$ cat config.mk
export PLATFORM = sky130hd
export DESIGN_NAME = blast_transfer_sender_sequencer_top
export DESIGN_NICKNAME = d
export VERILOG_FILES = /design/src/btss_pkg.sv /design/src/btss_div.sv /design/src/btss_datapath.sv /design/src/btss_ctrl.sv /design/src/blast_transfer_sender_sequencer_top.sv
export SDC_FILE = /design/constraint.sdc
export NUM_CORES = 2
export LEC_CHECK = 0
export BUFFER_PORTS_ARGS = -buffer_cell sky130_fd_sc_hd__buf_2
export CAP_MARGIN = 15
export CORE_MARGIN = 2
export CORE_UTILIZATION = 40
export CTS_BUF_LIST = sky130_fd_sc_hd__clkbuf_8 sky130_fd_sc_hd__clkbuf_16
export DETAILED_ROUTE_END_ITERATION = 12
export GPL_TIMING_DRIVEN = 0
export PLACE_DENSITY_LB_ADDON = 0.1
export SLEW_MARGIN = 30
export SYNTH_ARGS = -nofsm -noshare
export SYNTH_HDL_FRONTEND = slang
export SYNTH_SLANG_ARGS = --single-unit
$ cat constraint.sdc
create_clock -name aclk -period 14.4 [get_ports aclk]
set_input_delay 0 -clock aclk [delete_from_list [all_inputs] [get_ports aclk]]
set_output_delay 0 -clock aclk [all_outputs]
set_load 0.02 [all_outputs]
$ cat src/btss_pkg.sv
// btss_pkg: shared widths, event and packet codes, register indexes and the
// command/status structs between the sequencer controller and its datapath.
// No dependencies.
package btss_pkg;

    // field widths
    localparam int CFG_W     = 32;
    localparam int CFG_IDX_W = 2;
    localparam int KIND_W    = 3;
    localparam int STAT_W    = 8;
    localparam int RPP_W     = 16;
    localparam int APPB_W    = 16;
    localparam int PPB_W     = 6;
    localparam int RPB_W     = RPP_W + PPB_W;
    localparam int REC_W     = 32;
    localparam int BLAST_W   = 32;
    localparam int MAP_W     = 32;
    localparam int PIDX_W    = 5;
    localparam int LOOP_W    = 6;
    localparam int HR_W      = 3;
    localparam int RT_W      = 4;
    localparam int DIVN_W    = REC_W + 1;
    localparam int START_W   = BLAST_W + RPB_W;

    // parameter defaults
    localparam int BLAST_PKT_MAX_DEF = 32;
    localparam int DEFAULT_RPP_DEF   = 16;
    localparam int RETRY_LIMIT_DEF   = 5;

    // disconnects sent at the end of the transfer
    localparam int FIN_COUNT = 5;

    // event kinds
    localparam logic [KIND_W-1:0] EV_START   = 3'd0;
    localparam logic [KIND_W-1:0] EV_TIMEOUT = 3'd1;
    localparam logic [KIND_W-1:0] EV_HDR_ACK = 3'd2;
    localparam logic [KIND_W-1:0] EV_MISSING = 3'd3;
    localparam logic [KIND_W-1:0] EV_OTHER   = 3'd4;

    // packet kinds
    localparam logic [KIND_W-1:0] PK_HEADER     = 3'd0;
    localparam logic [KIND_W-1:0] PK_BLAST      = 3'd1;
    localparam logic [KIND_W-1:0] PK_BLAST_OVER = 3'd2;
    localparam logic [KIND_W-1:0] PK_DISCONNECT = 3'd3;
    localparam logic [KIND_W-1:0] PK_ABORT      = 3'd4;

    // configuration register indexes
    localparam logic [CFG_IDX_W-1:0] CFG_TOTAL_RECORDS = 2'd0;
    localparam logic [CFG_IDX_W-1:0] CFG_INIT_RPP      = 2'd1;
    localparam logic [CFG_IDX_W-1:0] CFG_INIT_PPB      = 2'd2;

    // controller to datapath
    typedef struct packed {
        logic              load_in;
        logic              init_sizing;
        logic              adjust_sizing;
        logic              calc_rpb;
        logic              div_total;
        logic              latch_bt;
        logic              calc_start;
        logic              calc_ric;
        logic              div_pkts;
        logic              latch_pcb;
        logic              inc_cb;
        logic              idx_clr;
        logic              idx_inc;
        logic              emit;
        logic [KIND_W-1:0] emit_kind;
        logic              emit_last;
    } ctrl_cmd_t;

    // datapath to controller
    typedef struct packed {
        logic [KIND_W-1:0] kind;
        logic              status_nz;
        logic              mcount_zero;
        logic              cb_invalid;
        logic              cb_ge_bt;
        logic              start_past_end;
        logic              div_busy;
        logic              idx_lt_pcb;
        logic              idx_lt_bound;
        logic              fin_last;
        logic              map_bit;
        logic              map_last;
        logic              out_free;
    } dp_status_t;

endpackage

$ cat src/btss_div.sv
// btss_div: restoring divider, one quotient bit per cycle.
// Depends on nothing; widths come from its parameters.
module btss_div #(
    parameter int N_W = 33,
    parameter int D_W = 22
) (
    input  logic           aclk,
    input  logic           aresetn,
    input  logic           start,
    input  logic [N_W-1:0] dividend,
    input  logic [D_W-1:0] divisor,
    output logic           busy,
    output logic [N_W-1:0] quotient
);
    localparam int CNT_W = $clog2(N_W + 1);

    logic             busy_reg, busy_next;
    logic [CNT_W-1:0] cnt_reg, cnt_next;
    logic [D_W-1:0]   rem_reg, rem_next;
    logic [N_W-1:0]   quo_reg, quo_next;
    logic [D_W-1:0]   dsr_reg, dsr_next;
    logic [D_W:0]     shifted;
    logic [D_W:0]     diff;

    // one trial subtraction per cycle
    always_comb begin
        shifted   = {rem_reg, quo_reg[N_W-1]};
        diff      = shifted - {1'b0, dsr_reg};
        busy_next = busy_reg;
        cnt_next  = cnt_reg;
        rem_next  = rem_reg;
        quo_next  = quo_reg;
        dsr_next  = dsr_reg;
        if (start) begin
            busy_next = 1'b1;
            cnt_next  = CNT_W'(N_W);
            rem_next  = '0;
            quo_next  = dividend;
            dsr_next  = divisor;
        end else if (busy_reg) begin
            if (!diff[D_W]) begin
                rem_next = diff[D_W-1:0];
                quo_next = {quo_reg[N_W-2:0], 1'b1};
            end else begin
                rem_next = shifted[D_W-1:0];
                quo_next = {quo_reg[N_W-2:0], 1'b0};
            end
            cnt_next = cnt_reg - 1'b1;
            if (cnt_reg == CNT_W'(1)) begin
                busy_next = 1'b0;
            end
        end
    end

    always_ff @(posedge aclk) begin
        if (!aresetn) begin
            busy_reg <= 1'b0;
            cnt_reg  <= '0;
        end else begin
            busy_reg <= busy_next;
            cnt_reg  <= cnt_next;
        end
        rem_reg <= rem_next;
        quo_reg <= quo_next;
        dsr_reg <= dsr_next;
    end

    assign busy     = busy_reg;
    assign quotient = quo_reg;
endmodule

$ cat src/btss_datapath.sv
// btss_datapath: configuration, sizing, blast bookkeeping, shared divider and
// the result output register. Depends on btss_pkg and btss_div.
module btss_datapath #(
    parameter int BLAST_PKT_MAX = btss_pkg::BLAST_PKT_MAX_DEF,
    parameter int DEFAULT_RPP   = btss_pkg::DEFAULT_RPP_DEF
) (
    input  logic                            aclk,
    input  logic                            aresetn,
    input  logic                            cfg_wr_en,
    input  logic [btss_pkg::CFG_IDX_W-1:0]  cfg_index,
    input  logic [btss_pkg::CFG_W-1:0]      cfg_wr_data,
    input  logic [btss_pkg::KIND_W-1:0]     s_kind,
    input  logic [btss_pkg::STAT_W-1:0]     s_ack_status,
    input  logic [btss_pkg::RPP_W-1:0]      s_ack_records_per_packet,
    input  logic [btss_pkg::APPB_W-1:0]     s_ack_packets_per_blast,
    input  logic [btss_pkg::REC_W-1:0]      s_missing_count,
    input  logic [btss_pkg::MAP_W-1:0]      s_missing_map,
    input  btss_pkg::ctrl_cmd_t             cmd,
    output btss_pkg::dp_status_t            status,
    output logic                            m_valid,
    input  logic                            m_ready,
    output logic [btss_pkg::KIND_W-1:0]     m_packet_kind,
    output logic [btss_pkg::BLAST_W-1:0]    m_blast_number,
    output logic [btss_pkg::PIDX_W-1:0]     m_packet_index,
    output logic [btss_pkg::PPB_W-1:0]      m_packets_this_blast,
    output logic [btss_pkg::REC_W-1:0]      m_first_record,
    output logic [btss_pkg::RPP_W-1:0]      m_record_count,
    output logic                            m_last_of_run
);
    localparam int RPP_W   = btss_pkg::RPP_W;
    localparam int PPB_W   = btss_pkg::PPB_W;
    localparam int RPB_W   = btss_pkg::RPB_W;
    localparam int REC_W   = btss_pkg::REC_W;
    localparam int MAP_W   = btss_pkg::MAP_W;
    localparam int LOOP_W  = btss_pkg::LOOP_W;
    localparam int START_W = btss_pkg::START_W;
    localparam int DIVN_W  = btss_pkg::DIVN_W;
    localparam logic [PPB_W-1:0] MAX_PPB = PPB_W'(BLAST_PKT_MAX);

    // configuration registers
    logic [REC_W-1:0] total_reg;
    logic [RPP_W-1:0] init_rpp_reg;
    logic [PPB_W-1:0] init_ppb_reg;

    always_ff @(posedge aclk) begin
        if (!aresetn) begin
            total_reg    <= REC_W'(1);
            init_rpp_reg <= '0;
            init_ppb_reg <= '0;
        end else if (cfg_wr_en) begin
            case (cfg_index)
                btss_pkg::CFG_TOTAL_RECORDS: total_reg    <= cfg_wr_data;
                btss_pkg::CFG_INIT_RPP:      init_rpp_reg <= cfg_wr_data[RPP_W-1:0];
                btss_pkg::CFG_INIT_PPB:      init_ppb_reg <= cfg_wr_data[PPB_W-1:0];
                default: ;
            endcase
        end
    end

    // latched transaction
    logic [btss_pkg::KIND_W-1:0] kind_reg;
    logic                        stat_nz_reg;
    logic [RPP_W-1:0]            arpp_reg;
    logic [btss_pkg::APPB_W-1:0] appb_reg;
    logic                        mzero_reg;
    logic [MAP_W-1:0]            map_reg;

    always_ff @(posedge aclk) begin
        if (cmd.load_in) begin
            kind_reg    <= s_kind;
            stat_nz_reg <= (s_ack_status != '0);
            arpp_reg    <= s_ack_records_per_packet;
            appb_reg    <= s_ack_packets_per_blast;
            mzero_reg   <= (s_missing_count == '0);
            map_reg     <= s_missing_map;
        end
    end

    // sizing and blast state
    logic [RPP_W-1:0]             rpp_reg;
    logic [PPB_W-1:0]             ppb_reg;
    logic [RPB_W-1:0]             rpb_reg;
    logic [btss_pkg::BLAST_W-1:0] bt_reg;
    logic [btss_pkg::BLAST_W-1:0] cb_reg;
    logic [PPB_W-1:0]             pcb_reg;
    logic [RPB_W-1:0]             ric_reg;
    logic [START_W-1:0]           start_reg;
    logic [LOOP_W-1:0]            idx_reg;

    logic [RPP_W-1:0]   rpp_eff;
    logic [RPB_W-1:0]   rpb_prod;
    logic [START_W-1:0] start_prod;
    logic [REC_W-1:0]   remain;
    logic [RPB_W-1:0]   ric_val;
    logic [DIVN_W-1:0]  div_dividend;
    logic [RPB_W-1:0]   div_divisor;
    logic               div_busy;
    logic [DIVN_W-1:0]  div_quo;

    assign rpp_eff    = (rpp_reg == '0) ? RPP_W'(1) : rpp_reg;
    assign rpb_prod   = RPB_W'(rpp_reg) * RPB_W'(ppb_reg);
    assign start_prod = START_W'(cb_reg - 1'b1) * START_W'(rpb_reg);
    assign remain     = total_reg - start_reg[REC_W-1:0];
    assign ric_val    = (remain > REC_W'(rpb_reg)) ? rpb_reg : remain[RPB_W-1:0];

    // one divider serves the blast count and the packet count
    always_comb begin
        if (cmd.div_total) begin
            div_dividend = DIVN_W'(total_reg) + DIVN_W'(rpb_reg) - 1'b1;
            div_divisor  = rpb_reg;
        end else begin
            div_dividend = DIVN_W'(ric_reg) + DIVN_W'(rpp_eff) - 1'b1;
            div_divisor  = RPB_W'(rpp_eff);
        end
    end

    btss_div #(
        .N_W(DIVN_W),
        .D_W(RPB_W)
    ) u_div (
        .aclk     (aclk),
        .aresetn  (aresetn),
        .start    (cmd.div_total | cmd.div_pkts),
        .dividend (div_dividend),
        .divisor  (div_divisor),
        .busy     (div_busy),
        .quotient (div_quo)
    );

    always_ff @(posedge aclk) begin
        if (!aresetn) begin
            rpp_reg   <= '0;
            ppb_reg   <= '0;
            rpb_reg   <= '0;
            bt_reg    <= '0;
            cb_reg    <= btss_pkg::BLAST_W'(1);
            pcb_reg   <= '0;
            ric_reg   <= '0;
            start_reg <= '0;
            idx_reg   <= '0;
        end else begin
            if (cmd.init_sizing) begin
                rpp_reg <= (init_rpp_reg == '0) ? RPP_W'(DEFAULT_RPP) : init_rpp_reg;
                if (init_ppb_reg == '0 || init_ppb_reg > MAX_PPB) begin
                    ppb_reg <= MAX_PPB;
                end else begin
                    ppb_reg <= init_ppb_reg;
                end
            end
            if (cmd.adjust_sizing) begin
                if (arpp_reg != '0) begin
                    rpp_reg <= arpp_reg;
                end
                if (appb_reg != '0) begin
                    ppb_reg <= (appb_reg > btss_pkg::APPB_W'(MAX_PPB)) ?
                               MAX_PPB : appb_reg[PPB_W-1:0];
                end
            end
            if (cmd.calc_rpb) begin
                rpb_reg <= (rpb_prod == '0) ? RPB_W'(1) : rpb_prod;
            end
            if (cmd.latch_bt) begin
                bt_reg <= div_quo[btss_pkg::BLAST_W-1:0];
            end
            if (cmd.inc_cb) begin
                cb_reg <= cb_reg + 1'b1;
            end
            if (cmd.calc_start) begin
                start_reg <= start_prod;
            end
            if (cmd.calc_ric) begin
                ric_reg <= ric_val;
            end
            if (cmd.latch_pcb) begin
                pcb_reg <= div_quo[PPB_W-1:0];
            end
            if (cmd.idx_clr) begin
                idx_reg <= '0;
            end else if (cmd.idx_inc) begin
                idx_reg <= idx_reg + 1'b1;
            end
        end
    end

    // blast packet fields for packet idx
    logic [RPB_W-1:0] local_ofs;
    logic [RPB_W-1:0] left;
    logic [RPP_W-1:0] pkt_cnt;
    logic [REC_W-1:0] pkt_first;

    always_comb begin
        local_ofs = RPB_W'(idx_reg) * RPB_W'(rpp_eff);
        left      = ric_reg - local_ofs;
        pkt_cnt   = '0;
        if (local_ofs < ric_reg) begin
            pkt_cnt = (left < RPB_W'(rpp_eff)) ? left[RPP_W-1:0] : rpp_eff;
        end
        pkt_first = start_reg[REC_W-1:0] + REC_W'(local_ofs);
    end

    // missing map limited to the blast size
    logic [MAP_W-1:0]  map_m;
    logic [MAP_W-1:0]  map_hi;
    logic [LOOP_W-1:0] bound;

    always_comb begin
        for (int j = 0; j < MAP_W; j++) begin
            map_m[j] = map_reg[j] & (LOOP_W'(j) < LOOP_W'(ppb_reg));
        end
        map_hi = map_m >> idx_reg;
        bound  = (LOOP_W'(ppb_reg) > LOOP_W'(MAP_W)) ? LOOP_W'(MAP_W) : LOOP_W'(ppb_reg);
    end

    // output register
    logic                          out_valid_reg;
    logic [btss_pkg::KIND_W-1:0]   o_kind_reg;
    logic [btss_pkg::BLAST_W-1:0]  o_bn_reg;
    logic [btss_pkg::PIDX_W-1:0]   o_pidx_reg;
    logic [PPB_W-1:0]              o_pcount_reg;
    logic [REC_W-1:0]              o_first_reg;
    logic [RPP_W-1:0]              o_cnt_reg;
    logic                          o_last_reg;
    logic                          out_free;
    logic                          is_pkt;

    assign out_free = !out_valid_reg || m_ready;
    assign is_pkt   = (cmd.emit_kind == btss_pkg::PK_BLAST);

    always_ff @(posedge aclk) begin
        if (!aresetn) begin
            out_valid_reg <= 1'b0;
        end else if (cmd.emit) begin
            out_valid_reg <= 1'b1;
        end else if (m_ready) begin
            out_valid_reg <= 1'b0;
        end
        if (cmd.emit) begin
            o_kind_reg   <= cmd.emit_kind;
            o_bn_reg     <= cb_reg;
            o_pidx_reg   <= is_pkt ? idx_reg[btss_pkg::PIDX_W-1:0] : '0;
            o_pcount_reg <= (is_pkt || cmd.emit_kind == btss_pkg::PK_BLAST_OVER) ?
                            pcb_reg : '0;
            o_first_reg  <= is_pkt ? pkt_first : '0;
            o_cnt_reg    <= is_pkt ? pkt_cnt : '0;
            o_last_reg   <= cmd.emit_last;
        end
    end

    assign m_valid              = out_valid_reg;
    assign m_packet_kind        = o_kind_reg;
    assign m_blast_number       = o_bn_reg;
    assign m_packet_index       = o_pidx_reg;
    assign m_packets_this_blast = o_pcount_reg;
    assign m_first_record       = o_first_reg;
    assign m_record_count       = o_cnt_reg;
    assign m_last_of_run        = o_last_reg;

    // status toward the controller
    always_comb begin
        status.kind           = kind_reg;
        status.status_nz      = stat_nz_reg;
        status.mcount_zero    = mzero_reg;
        status.cb_invalid     = (cb_reg == '0) || (cb_reg > bt_reg);
        status.cb_ge_bt       = (cb_reg >= bt_reg);
        status.start_past_end = (start_reg >= START_W'(total_reg));
        status.div_busy       = div_busy;
        status.idx_lt_pcb     = (idx_reg < LOOP_W'(pcb_reg));
        status.idx_lt_bound   = (idx_reg < bound);
        status.fin_last       = (idx_reg == LOOP_W'(btss_pkg::FIN_COUNT - 1));
        status.map_bit        = map_hi[0];
        status.map_last       = (map_hi[MAP_W-1:1] == '0);
        status.out_free       = out_free;
    end
endmodule

$ cat src/btss_ctrl.sv
// btss_ctrl: sequencer state machine; holds the transfer phase and retry
// counters and drives the datapath commands. Depends on btss_pkg.
module btss_ctrl #(
    parameter int RETRY_LIMIT = btss_pkg::RETRY_LIMIT_DEF
) (
    input  logic                 aclk,
    input  logic                 aresetn,
    input  logic                 s_valid,
    output logic                 s_ready,
    input  btss_pkg::dp_status_t status,
    output btss_pkg::ctrl_cmd_t  cmd
);
    typedef enum logic [15:0] {
        ST_IDLE     = 16'h0001,
        ST_DISPATCH = 16'h0002,
        ST_RPB      = 16'h0004,
        ST_DIVT     = 16'h0008,
        ST_DIVT_W   = 16'h0010,
        ST_HDR_OUT  = 16'h0020,
        ST_HTO      = 16'h0040,
        ST_ABORT    = 16'h0080,
        ST_WTO      = 16'h0100,
        ST_SB_CHK0  = 16'h0200,
        ST_SB_CHK   = 16'h0400,
        ST_SB_DIV   = 16'h0800,
        ST_SB_DIVW  = 16'h1000,
        ST_SB_PKT   = 16'h2000,
        ST_FIN      = 16'h4000,
        ST_RESEND   = 16'h8000
    } state_t;

    typedef enum logic [3:0] {
        PH_IDLE = 4'b0001,
        PH_HDR  = 4'b0010,
        PH_WAIT = 4'b0100,
        PH_DONE = 4'b1000
    } phase_t;

    localparam int HR_W = btss_pkg::HR_W;
    localparam int RT_W = btss_pkg::RT_W;

    state_t            state_reg, state_next;
    phase_t            phase_reg, phase_next;
    logic [HR_W-1:0]   hr_reg, hr_next;
    logic [RT_W-1:0]   rt_reg, rt_next;
    logic              from_start_reg, from_start_next;

    assign s_ready = (state_reg == ST_IDLE);

    always_comb begin
        state_next      = state_reg;
        phase_next      = phase_reg;
        hr_next         = hr_reg;
        rt_next         = rt_reg;
        from_start_next = from_start_reg;
        cmd             = '0;
        cmd.emit_kind   = btss_pkg::PK_HEADER;

        case (state_reg)
            // wait for an event
            ST_IDLE: begin
                if (s_valid) begin
                    cmd.load_in = 1'b1;
                    state_next  = ST_DISPATCH;
                end
            end

            // decode event against phase
            ST_DISPATCH: begin
                cmd.idx_clr = 1'b1;
                state_next  = ST_IDLE;
                case (phase_reg)
                    PH_IDLE: begin
                        if (status.kind == btss_pkg::EV_START) begin
                            cmd.init_sizing = 1'b1;
                            hr_next         = HR_W'(RETRY_LIMIT);
                            from_start_next = 1'b1;
                            state_next      = ST_RPB;
                        end
                    end
                    PH_HDR: begin
                        if (status.kind == btss_pkg::EV_TIMEOUT) begin
                            if (hr_reg != '0) begin
                                hr_next = hr_reg - 1'b1;
                            end
                            state_next = ST_HTO;
                        end else if (status.kind == btss_pkg::EV_HDR_ACK) begin
                            rt_next = '0;
                            if (status.status_nz) begin
                                cmd.adjust_sizing = 1'b1;
                                from_start_next   = 1'b0;
                                state_next        = ST_RPB;
                            end else begin
                                state_next = ST_SB_CHK0;
                            end
                        end
                    end
                    PH_WAIT: begin
                        if (status.kind == btss_pkg::EV_TIMEOUT) begin
                            rt_next    = rt_reg + 1'b1;
                            state_next = ST_WTO;
                        end else if (status.kind == btss_pkg::EV_HDR_ACK ||
                                     status.kind == btss_pkg::EV_MISSING ||
                                     status.kind == btss_pkg::EV_OTHER) begin
                            rt_next = '0;
                            if (status.kind == btss_pkg::EV_MISSING) begin
                                if (!status.mcount_zero) begin
                                    state_next = ST_RESEND;
                                end else if (status.cb_ge_bt) begin
                                    state_next = ST_FIN;
                                end else begin
                                    cmd.inc_cb = 1'b1;
                                    state_next = ST_SB_CHK0;
                                end
                            end
                        end
                    end
                    default: ;
                endcase
            end

            // records per blast, then blast count
            ST_RPB: begin
                cmd.calc_rpb = 1'b1;
                state_next   = ST_DIVT;
            end
            ST_DIVT: begin
                cmd.div_total = 1'b1;
                state_next    = ST_DIVT_W;
            end
            ST_DIVT_W: begin
                if (!status.div_busy) begin
                    cmd.latch_bt = 1'b1;
                    state_next   = from_start_reg ? ST_HDR_OUT : ST_SB_CHK0;
                end
            end

            // header after start
            ST_HDR_OUT: begin
                if (status.out_free) begin
                    cmd.emit      = 1'b1;
                    cmd.emit_kind = btss_pkg::PK_HEADER;
                    cmd.emit_last = 1'b1;
                    phase_next    = PH_HDR;
                    state_next    = ST_IDLE;
                end
            end

            // header resend, abort when retries are used up
            ST_HTO: begin
                if (status.out_free) begin
                    cmd.emit      = 1'b1;
                    cmd.emit_kind = btss_pkg::PK_HEADER;
                    cmd.emit_last = (hr_reg != '0);
                    state_next    = (hr_reg == '0) ? ST_ABORT : ST_IDLE;
                end
            end

            ST_ABORT: begin
                if (status.out_free) begin
                    cmd.emit      = 1'b1;
                    cmd.emit_kind = btss_pkg::PK_ABORT;
                    cmd.emit_last = 1'b1;
                    phase_next    = PH_DONE;
                    state_next    = ST_IDLE;
                end
            end

            // report timeout: blast-over again or abort
            ST_WTO: begin
                if (status.out_free) begin
                    cmd.emit      = 1'b1;
                    cmd.emit_last = 1'b1;
                    state_next    = ST_IDLE;
                    if (rt_reg > RT_W'(RETRY_LIMIT)) begin
                        cmd.emit_kind = btss_pkg::PK_ABORT;
                        phase_next    = PH_DONE;
                    end else begin
                        cmd.emit_kind = btss_pkg::PK_BLAST_OVER;
                    end
                end
            end

            // send blast: range checks and packet count
            ST_SB_CHK0: begin
                if (status.cb_invalid) begin
                    state_next = ST_FIN;
                end else begin
                    cmd.calc_start = 1'b1;
                    state_next     = ST_SB_CHK;
                end
            end
            ST_SB_CHK: begin
                if (status.start_past_end) begin
                    state_next = ST_FIN;
                end else begin
                    cmd.calc_ric = 1'b1;
                    state_next   = ST_SB_DIV;
                end
            end
            ST_SB_DIV: begin
                cmd.div_pkts = 1'b1;
                state_next   = ST_SB_DIVW;
            end
            ST_SB_DIVW: begin
                if (!status.div_busy) begin
                    cmd.latch_pcb = 1'b1;
                    cmd.idx_clr   = 1'b1;
                    state_next    = ST_SB_PKT;
                end
            end

            // blast packets then blast-over
            ST_SB_PKT: begin
                if (status.out_free) begin
                    cmd.emit = 1'b1;
                    if (status.idx_lt_pcb) begin
                        cmd.emit_kind = btss_pkg::PK_BLAST;
                        cmd.idx_inc   = 1'b1;
                    end else begin
                        cmd.emit_kind = btss_pkg::PK_BLAST_OVER;
                        cmd.emit_last = 1'b1;
                        phase_next    = PH_WAIT;
                        state_next    = ST_IDLE;
                    end
                end
            end

            // five disconnects
            ST_FIN: begin
                if (status.out_free) begin
                    cmd.emit      = 1'b1;
                    cmd.emit_kind = btss_pkg::PK_DISCONNECT;
                    cmd.emit_last = status.fin_last;
                    cmd.idx_inc   = 1'b1;
                    if (status.fin_last) begin
                        phase_next = PH_DONE;
                        state_next = ST_IDLE;
                    end
                end
            end

            // resend flagged packets in index order
            ST_RESEND: begin
                if (!status.idx_lt_bound) begin
                    state_next = ST_IDLE;
                end else if (!status.map_bit) begin
                    cmd.idx_inc = 1'b1;
                end else if (status.out_free) begin
                    cmd.emit      = 1'b1;
                    cmd.emit_kind = btss_pkg::PK_BLAST;
                    cmd.emit_last = status.map_last;
                    cmd.idx_inc   = 1'b1;
                end
            end

            default: begin
                state_next = ST_IDLE;
            end
        endcase
    end

    always_ff @(posedge aclk) begin
        if (!aresetn) begin
            state_reg      <= ST_IDLE;
            phase_reg      <= PH_IDLE;
            hr_reg         <= HR_W'(RETRY_LIMIT);
            rt_reg         <= '0;
            from_start_reg <= 1'b0;
        end else begin
            state_reg      <= state_next;
            phase_reg      <= phase_next;
            hr_reg         <= hr_next;
            rt_reg         <= rt_next;
            from_start_reg <= from_start_next;
        end
    end
endmodule

$ cat src/blast_transfer_sender_sequencer_top.sv
// Blast transfer sender sequencer. Takes one event transaction at a time
// (start, timeout, header ack, missing report, other packet) and returns the
// packet descriptors it causes, the last one flagged by m_last_of_run. An
// event is taken only when the sequencer is back in its idle state; a
// descriptor may still sit in the output register then. A start waits on
// the 33-step serial divider computing the blast count; a header ack with
// new sizing runs that count again; each blast sent makes a second divider
// pass for the packet count, then emits its blast packets and a blast-over;
// a header or report timeout may end in an abort; a resend walks the map
// bits up to the smaller of blast size and 32. Output stalls hold the
// sequencer in its emitting states.
// The user must write the configuration registers with cfg_wr_en only
// while no event is open; the block itself does not enforce this.
// Depends on btss_pkg, btss_ctrl, btss_datapath and btss_div.
module blast_transfer_sender_sequencer_top #(
    parameter int BLAST_PKT_MAX = btss_pkg::BLAST_PKT_MAX_DEF,
    parameter int DEFAULT_RECORDS_PER_PACKET_VALUE = btss_pkg::DEFAULT_RPP_DEF,
    parameter int RETRY_LIMIT = btss_pkg::RETRY_LIMIT_DEF
) (
    input  logic                            aclk,
    input  logic                            aresetn,
    input  logic                            cfg_wr_en,
    input  logic [btss_pkg::CFG_IDX_W-1:0]  cfg_index,
    input  logic [btss_pkg::CFG_W-1:0]      cfg_wr_data,
    input  logic                            s_valid,
    output logic                            s_ready,
    input  logic [btss_pkg::KIND_W-1:0]     s_kind,
    input  logic [btss_pkg::STAT_W-1:0]     s_ack_status,
    input  logic [btss_pkg::RPP_W-1:0]      s_ack_records_per_packet,
    input  logic [btss_pkg::APPB_W-1:0]     s_ack_packets_per_blast,
    input  logic [btss_pkg::REC_W-1:0]      s_missing_count,
    input  logic [btss_pkg::MAP_W-1:0]      s_missing_map,
    output logic                            m_valid,
    input  logic                            m_ready,
    output logic [btss_pkg::KIND_W-1:0]     m_packet_kind,
    output logic [btss_pkg::BLAST_W-1:0]    m_blast_number,
    output logic [btss_pkg::PIDX_W-1:0]     m_packet_index,
    output logic [btss_pkg::PPB_W-1:0]      m_packets_this_blast,
    output logic [btss_pkg::REC_W-1:0]      m_first_record,
    output logic [btss_pkg::RPP_W-1:0]      m_record_count,
    output logic                            m_last_of_run
);
    btss_pkg::ctrl_cmd_t  cmd;
    btss_pkg::dp_status_t status;

    // sequencer
    btss_ctrl #(
        .RETRY_LIMIT(RETRY_LIMIT)
    ) u_ctrl (
        .aclk    (aclk),
        .aresetn (aresetn),
        .s_valid (s_valid),
        .s_ready (s_ready),
        .status  (status),
        .cmd     (cmd)
    );

    // datapath
    btss_datapath #(
        .BLAST_PKT_MAX(BLAST_PKT_MAX),
        .DEFAULT_RPP(DEFAULT_RECORDS_PER_PACKET_VALUE)
    ) u_dp (
        .aclk                     (aclk),
        .aresetn                  (aresetn),
        .cfg_wr_en                (cfg_wr_en),
        .cfg_index                (cfg_index),
        .cfg_wr_data              (cfg_wr_data),
        .s_kind                   (s_kind),
        .s_ack_status             (s_ack_status),
        .s_ack_records_per_packet (s_ack_records_per_packet),
        .s_ack_packets_per_blast  (s_ack_packets_per_blast),
        .s_missing_count          (s_missing_count),
        .s_missing_map            (s_missing_map),
        .cmd                      (cmd),
        .status                   (status),
        .m_valid                  (m_valid),
        .m_ready                  (m_ready),
        .m_packet_kind            (m_packet_kind),
        .m_blast_number           (m_blast_number),
        .m_packet_index           (m_packet_index),
        .m_packets_this_blast     (m_packets_this_blast),
        .m_first_record           (m_first_record),
        .m_record_count           (m_record_count),
        .m_last_of_run            (m_last_of_run)
    );
endmodule

==> flow_metrics.env <==
export IMPL_outcome="complete, no violations"
export IMPL_reg2reg_slack_ps=2570
export IMPL_rsz0062_at_grt="no"
export IMPL_synth_seq_area_share_pct=19.9
export IMPL_worstSetupEndpointType="flip-flop"
export IMPL_drc=0
export IMPL_worstMarginPinSlew_ps=1100
export IMPL_synth_commonest_cells="1173 x inv_1, 1051 x nand2_1, 833 x fa_1"
export IMPL_clock_sinks=527
export IMPL_largest_reg_flops=54
export IMPL_ctsLongestPathBuffers=3
export IMPL_cts_setup_buffers=0
export IMPL_grt_pass1_wl_mm=375
export IMPL_fin_cells=10065
export IMPL_port_buffer_count=242
export IMPL_avgSynthCellArea_um2=8.61
export IMPL_power_per_cell_area_nw_per_um2=53.8
export IMPL_met2_length_mm=107
export IMPL_ys_warnings_count=0
export IMPL_fmax_mhz=84.5
export IMPL_post_cts_resized=0
export IMPL_final_max_slew_violation_count=0
export IMPL_synth_top_cell_area_share_pct=26.0
export IMPL_grt_antenna_before_repair=20
export IMPL_drt_met1_wl_mm=115
export IMPL_wl_mm=255
export IMPL_multi_input_area_um2=45600
export IMPL_num_vias=55887
export IMPL_drtPass1Iterations=6
export IMPL_core_area_um2=159000
export IMPL_min_period_ps=11830
export IMPL_root_buffer="clkbuf_16"
export IMPL_hold_start="s_missing_map[15]"
export IMPL_overflow=0
export IMPL_dr_wl_met3_mm=24.0
export IMPL_cellLeakagePower_nw=32.2
export IMPL_finalSetupViolCount=0
export IMPL_first_global_vias=56261
export IMPL_numCtsBuffers=61
export IMPL_initial_utilization_pct=40.4
export IMPL_grt_max_degree=48
export IMPL_nets=9374
export IMPL_synth_edf_count=219
export IMPL_cp_max_fo=10
export IMPL_r2r_start="u_dp.cb_reg[0]"
export IMPL_seqCellArea_um2=12700
export IMPL_area_growth_pct=12.7
export IMPL_dp_hpwl_mm=209
export IMPL_viasPerCell=5.55
export IMPL_hold_depth=2
export IMPL_worst_r2r_path_depth=33
export IMPL_ctsHoldBuffers=177
export IMPL_power_mw=3.88
export IMPL_crit_path_frequent_cell="fa_1"
export IMPL_clkLatencyLatePin_ps=700
export IMPL_finalHoldViolCount=0
export IMPL_layout_drive_gt1_share_pct=6.73
export IMPL_htreeDepth=2
export IMPL_finClkSkew_ps=43.3
export IMPL_fp_dieW_um=404
export IMPL_synthArstFlopShare_pct=0
export IMPL_finalCritPeriodShare_pct=82.2
export IMPL_cp_arrival_ps=12440
export IMPL_routed_top_layer="met5"
export IMPL_wl_per_cell_um=25.4
export IMPL_rr_endpoint="u_dp.start_reg[49]"
export IMPL_fp_dieH_um=404
export IMPL_cap_violations=0
export IMPL_required_ps=15010
export IMPL_drt_antenna_violating_nets=0
export IMPL_critPathKind="flip-flop to flip-flop"
export IMPL_yosysMostFrequentCell="inv_1"
export IMPL_yosys_cell_types_count=114
export IMPL_hold_end="u_dp.map_reg[15]"
export IMPL_syn_inst=7447
export IMPL_ir_drop_mv=0.0915
export IMPL_relSlewSlack_pct=26.7
export IMPL_yosys_register_bits=527
export IMPL_hp_class="primary input to flip-flop"
export IMPL_netlist_top_cells_area="fa_1 26%, edfxtp_1 10%, dfxtp_1 9.6%, ha_1 8.9%, inv_1 6.9%"
export IMPL_worst_path_max_delay_cell="fa_1"
export IMPL_dpl_cell_count=9771
export IMPL_crit_path_start_kind="flip-flop"
export IMPL_cts_tree="done"
export IMPL_tns_ps=0
export IMPL_gp_congestion=0.985
export IMPL_syn_nets=8881
export IMPL_synth_largest_area_cell="fa_1"
export IMPL_num_io_pins=243
export IMPL_track_usage_pct=31.3
export IMPL_ys_flop_type="dfxtp_1"
export IMPL_max_stage_delay_ps=1100
export IMPL_drt_iter0_drc=5252
export IMPL_syn_area_um2=64100
export IMPL_dieArea_um2=164000
export IMPL_row_count=146
export IMPL_path_clk_slew_ps=60
export IMPL_fillCellCount=15816
==> where the power goes <==
part	total (mW)	leakage, nW	internal (mW)	switching [mW]
clock network	1.71	1.08	1.00	0.708
logic	0.562	26.4	0.228	0.334
registers	1.61	4.64	1.59	0.0265
total	3.88	32.2	2.82	1.07
==> layout by cell type (no fill, tap or decap), types with 48 or more instances in the layout <==
| cell type | Yosys | final |
|---|---|---|
| a21oi_1 | 421 | 421 |
| xor2_1 | 85 | 80 |
| nand2b_1 | 55 | 55 |
| a21o_1 | 125 | 125 |
| dfxtp_1 | 308 | 308 |
| nor4_1 | 58 | 57 |
| a211oi_1 | 64 | 64 |
| buf_2 | 35 | 277 |
| fa_1 | 833 | 833 |
| and2_1 | 283 | 282 |
| nor2_1 | 483 | 480 |
| nand3_1 | 115 | 115 |
| nand4_1 | 48 | 48 |
| clkbuf_1 | 312 | 277 |
| edfxtp_1 | 219 | 219 |
| mux2i_1 | 97 | 97 |
| o21ai_0 | 225 | 225 |
| inv_1 | 1173 | 1182 |
| xnor2_1 | 194 | 185 |
| ha_1 | 455 | 455 |
| clkbuf_16 | 0 | 63 |
| nand2_1 | 1051 | 1051 |
| nor3_1 | 104 | 104 |
| dlygate4sd3_1 | 0 | 177 |
==> cells by family (layout without fill, tap and decap cells) <==
family                     Yosys count  count (layout)  synth area share [%]
other                                0               2                     0
and+or+nand+nor                   2458            2458                  18.2
AOI/OAI and AO/OA                 1230            1230                  12.3
buffers and inverters             1562            2106                  9.30
DFF                                527             527                  19.9
adders and majority gates         1288            1288                  34.9
muxes                              103             103                  1.64
xor gates and xnor gates           279             279                  3.81
==> worst max-delay path, delay by kind of cell (launching register included) <==
| family | cells | cell delay (ps) |
|---|---|---|
| adder cells (fa/ha/maj) | 9 | 5390 |
| AND/OR/NAND/NOR | 12 | 2940 |
| buffers and inverters | 9 | 2300 |
| AO/OA/AOI/OAI | 3 | 720 |
| flip-flops | 1 | 360 |
==> area by class of cell <==
| type | instances | area share (%) |
|---|---|---|
| antenna | 2 | 0.00693 |
| buffer | 382 | 2.19 |
| clock buffer | 65 | 2.22 |
| clock inverter | 49 | 0.759 |
| inverter | 1180 | 6.13 |
| multi-input combinational | 5358 | 63.1 |
| sequential | 527 | 17.6 |
| tap | 2072 | 3.59 |
| timing repair buffer | 430 | 4.39 |
==> per-layer routing <==
metal,up-vias,GRT usage (%)
met5,-,0
met4,11,9.96
met3,400,6.58
met2,2360,46.4
met1,27937,45.4
li1,25179,-
==> how the worst max path moves through the flow <==
stage,slack [ps],from,depth (start not counted),end
floorplan,5020,u_dp.cb_reg[0],34,u_dp.start_reg[53]
global placement,2150,u_dp.cb_reg[0],34,u_dp.start_reg[53]
detailed placement,2130,u_dp.cb_reg[0],34,u_dp.start_reg[53]
CTS,2100,u_dp.cb_reg[0],34,u_dp.start_reg[53]
global route,1720,u_dp.cb_reg[0],35,u_dp.start_reg[53]
finish,2570,u_dp.cb_reg[0],33,u_dp.start_reg[49]
==> per-stage QoR <==
step	area, um2	utilization (%)	worst slack, ps	hold slack [ps]
final	72200	45.5	2570	30.2
after global routing	72200	45.5	1720	23.3
after CTS	72200	45.5	2100	1.01
after detailed placement	68300	43.0	2130	178
after global placement	67900	42.8	2150	177
after floorplan	64100	-	5020	98.9
(Power assumes the default switching activity.)
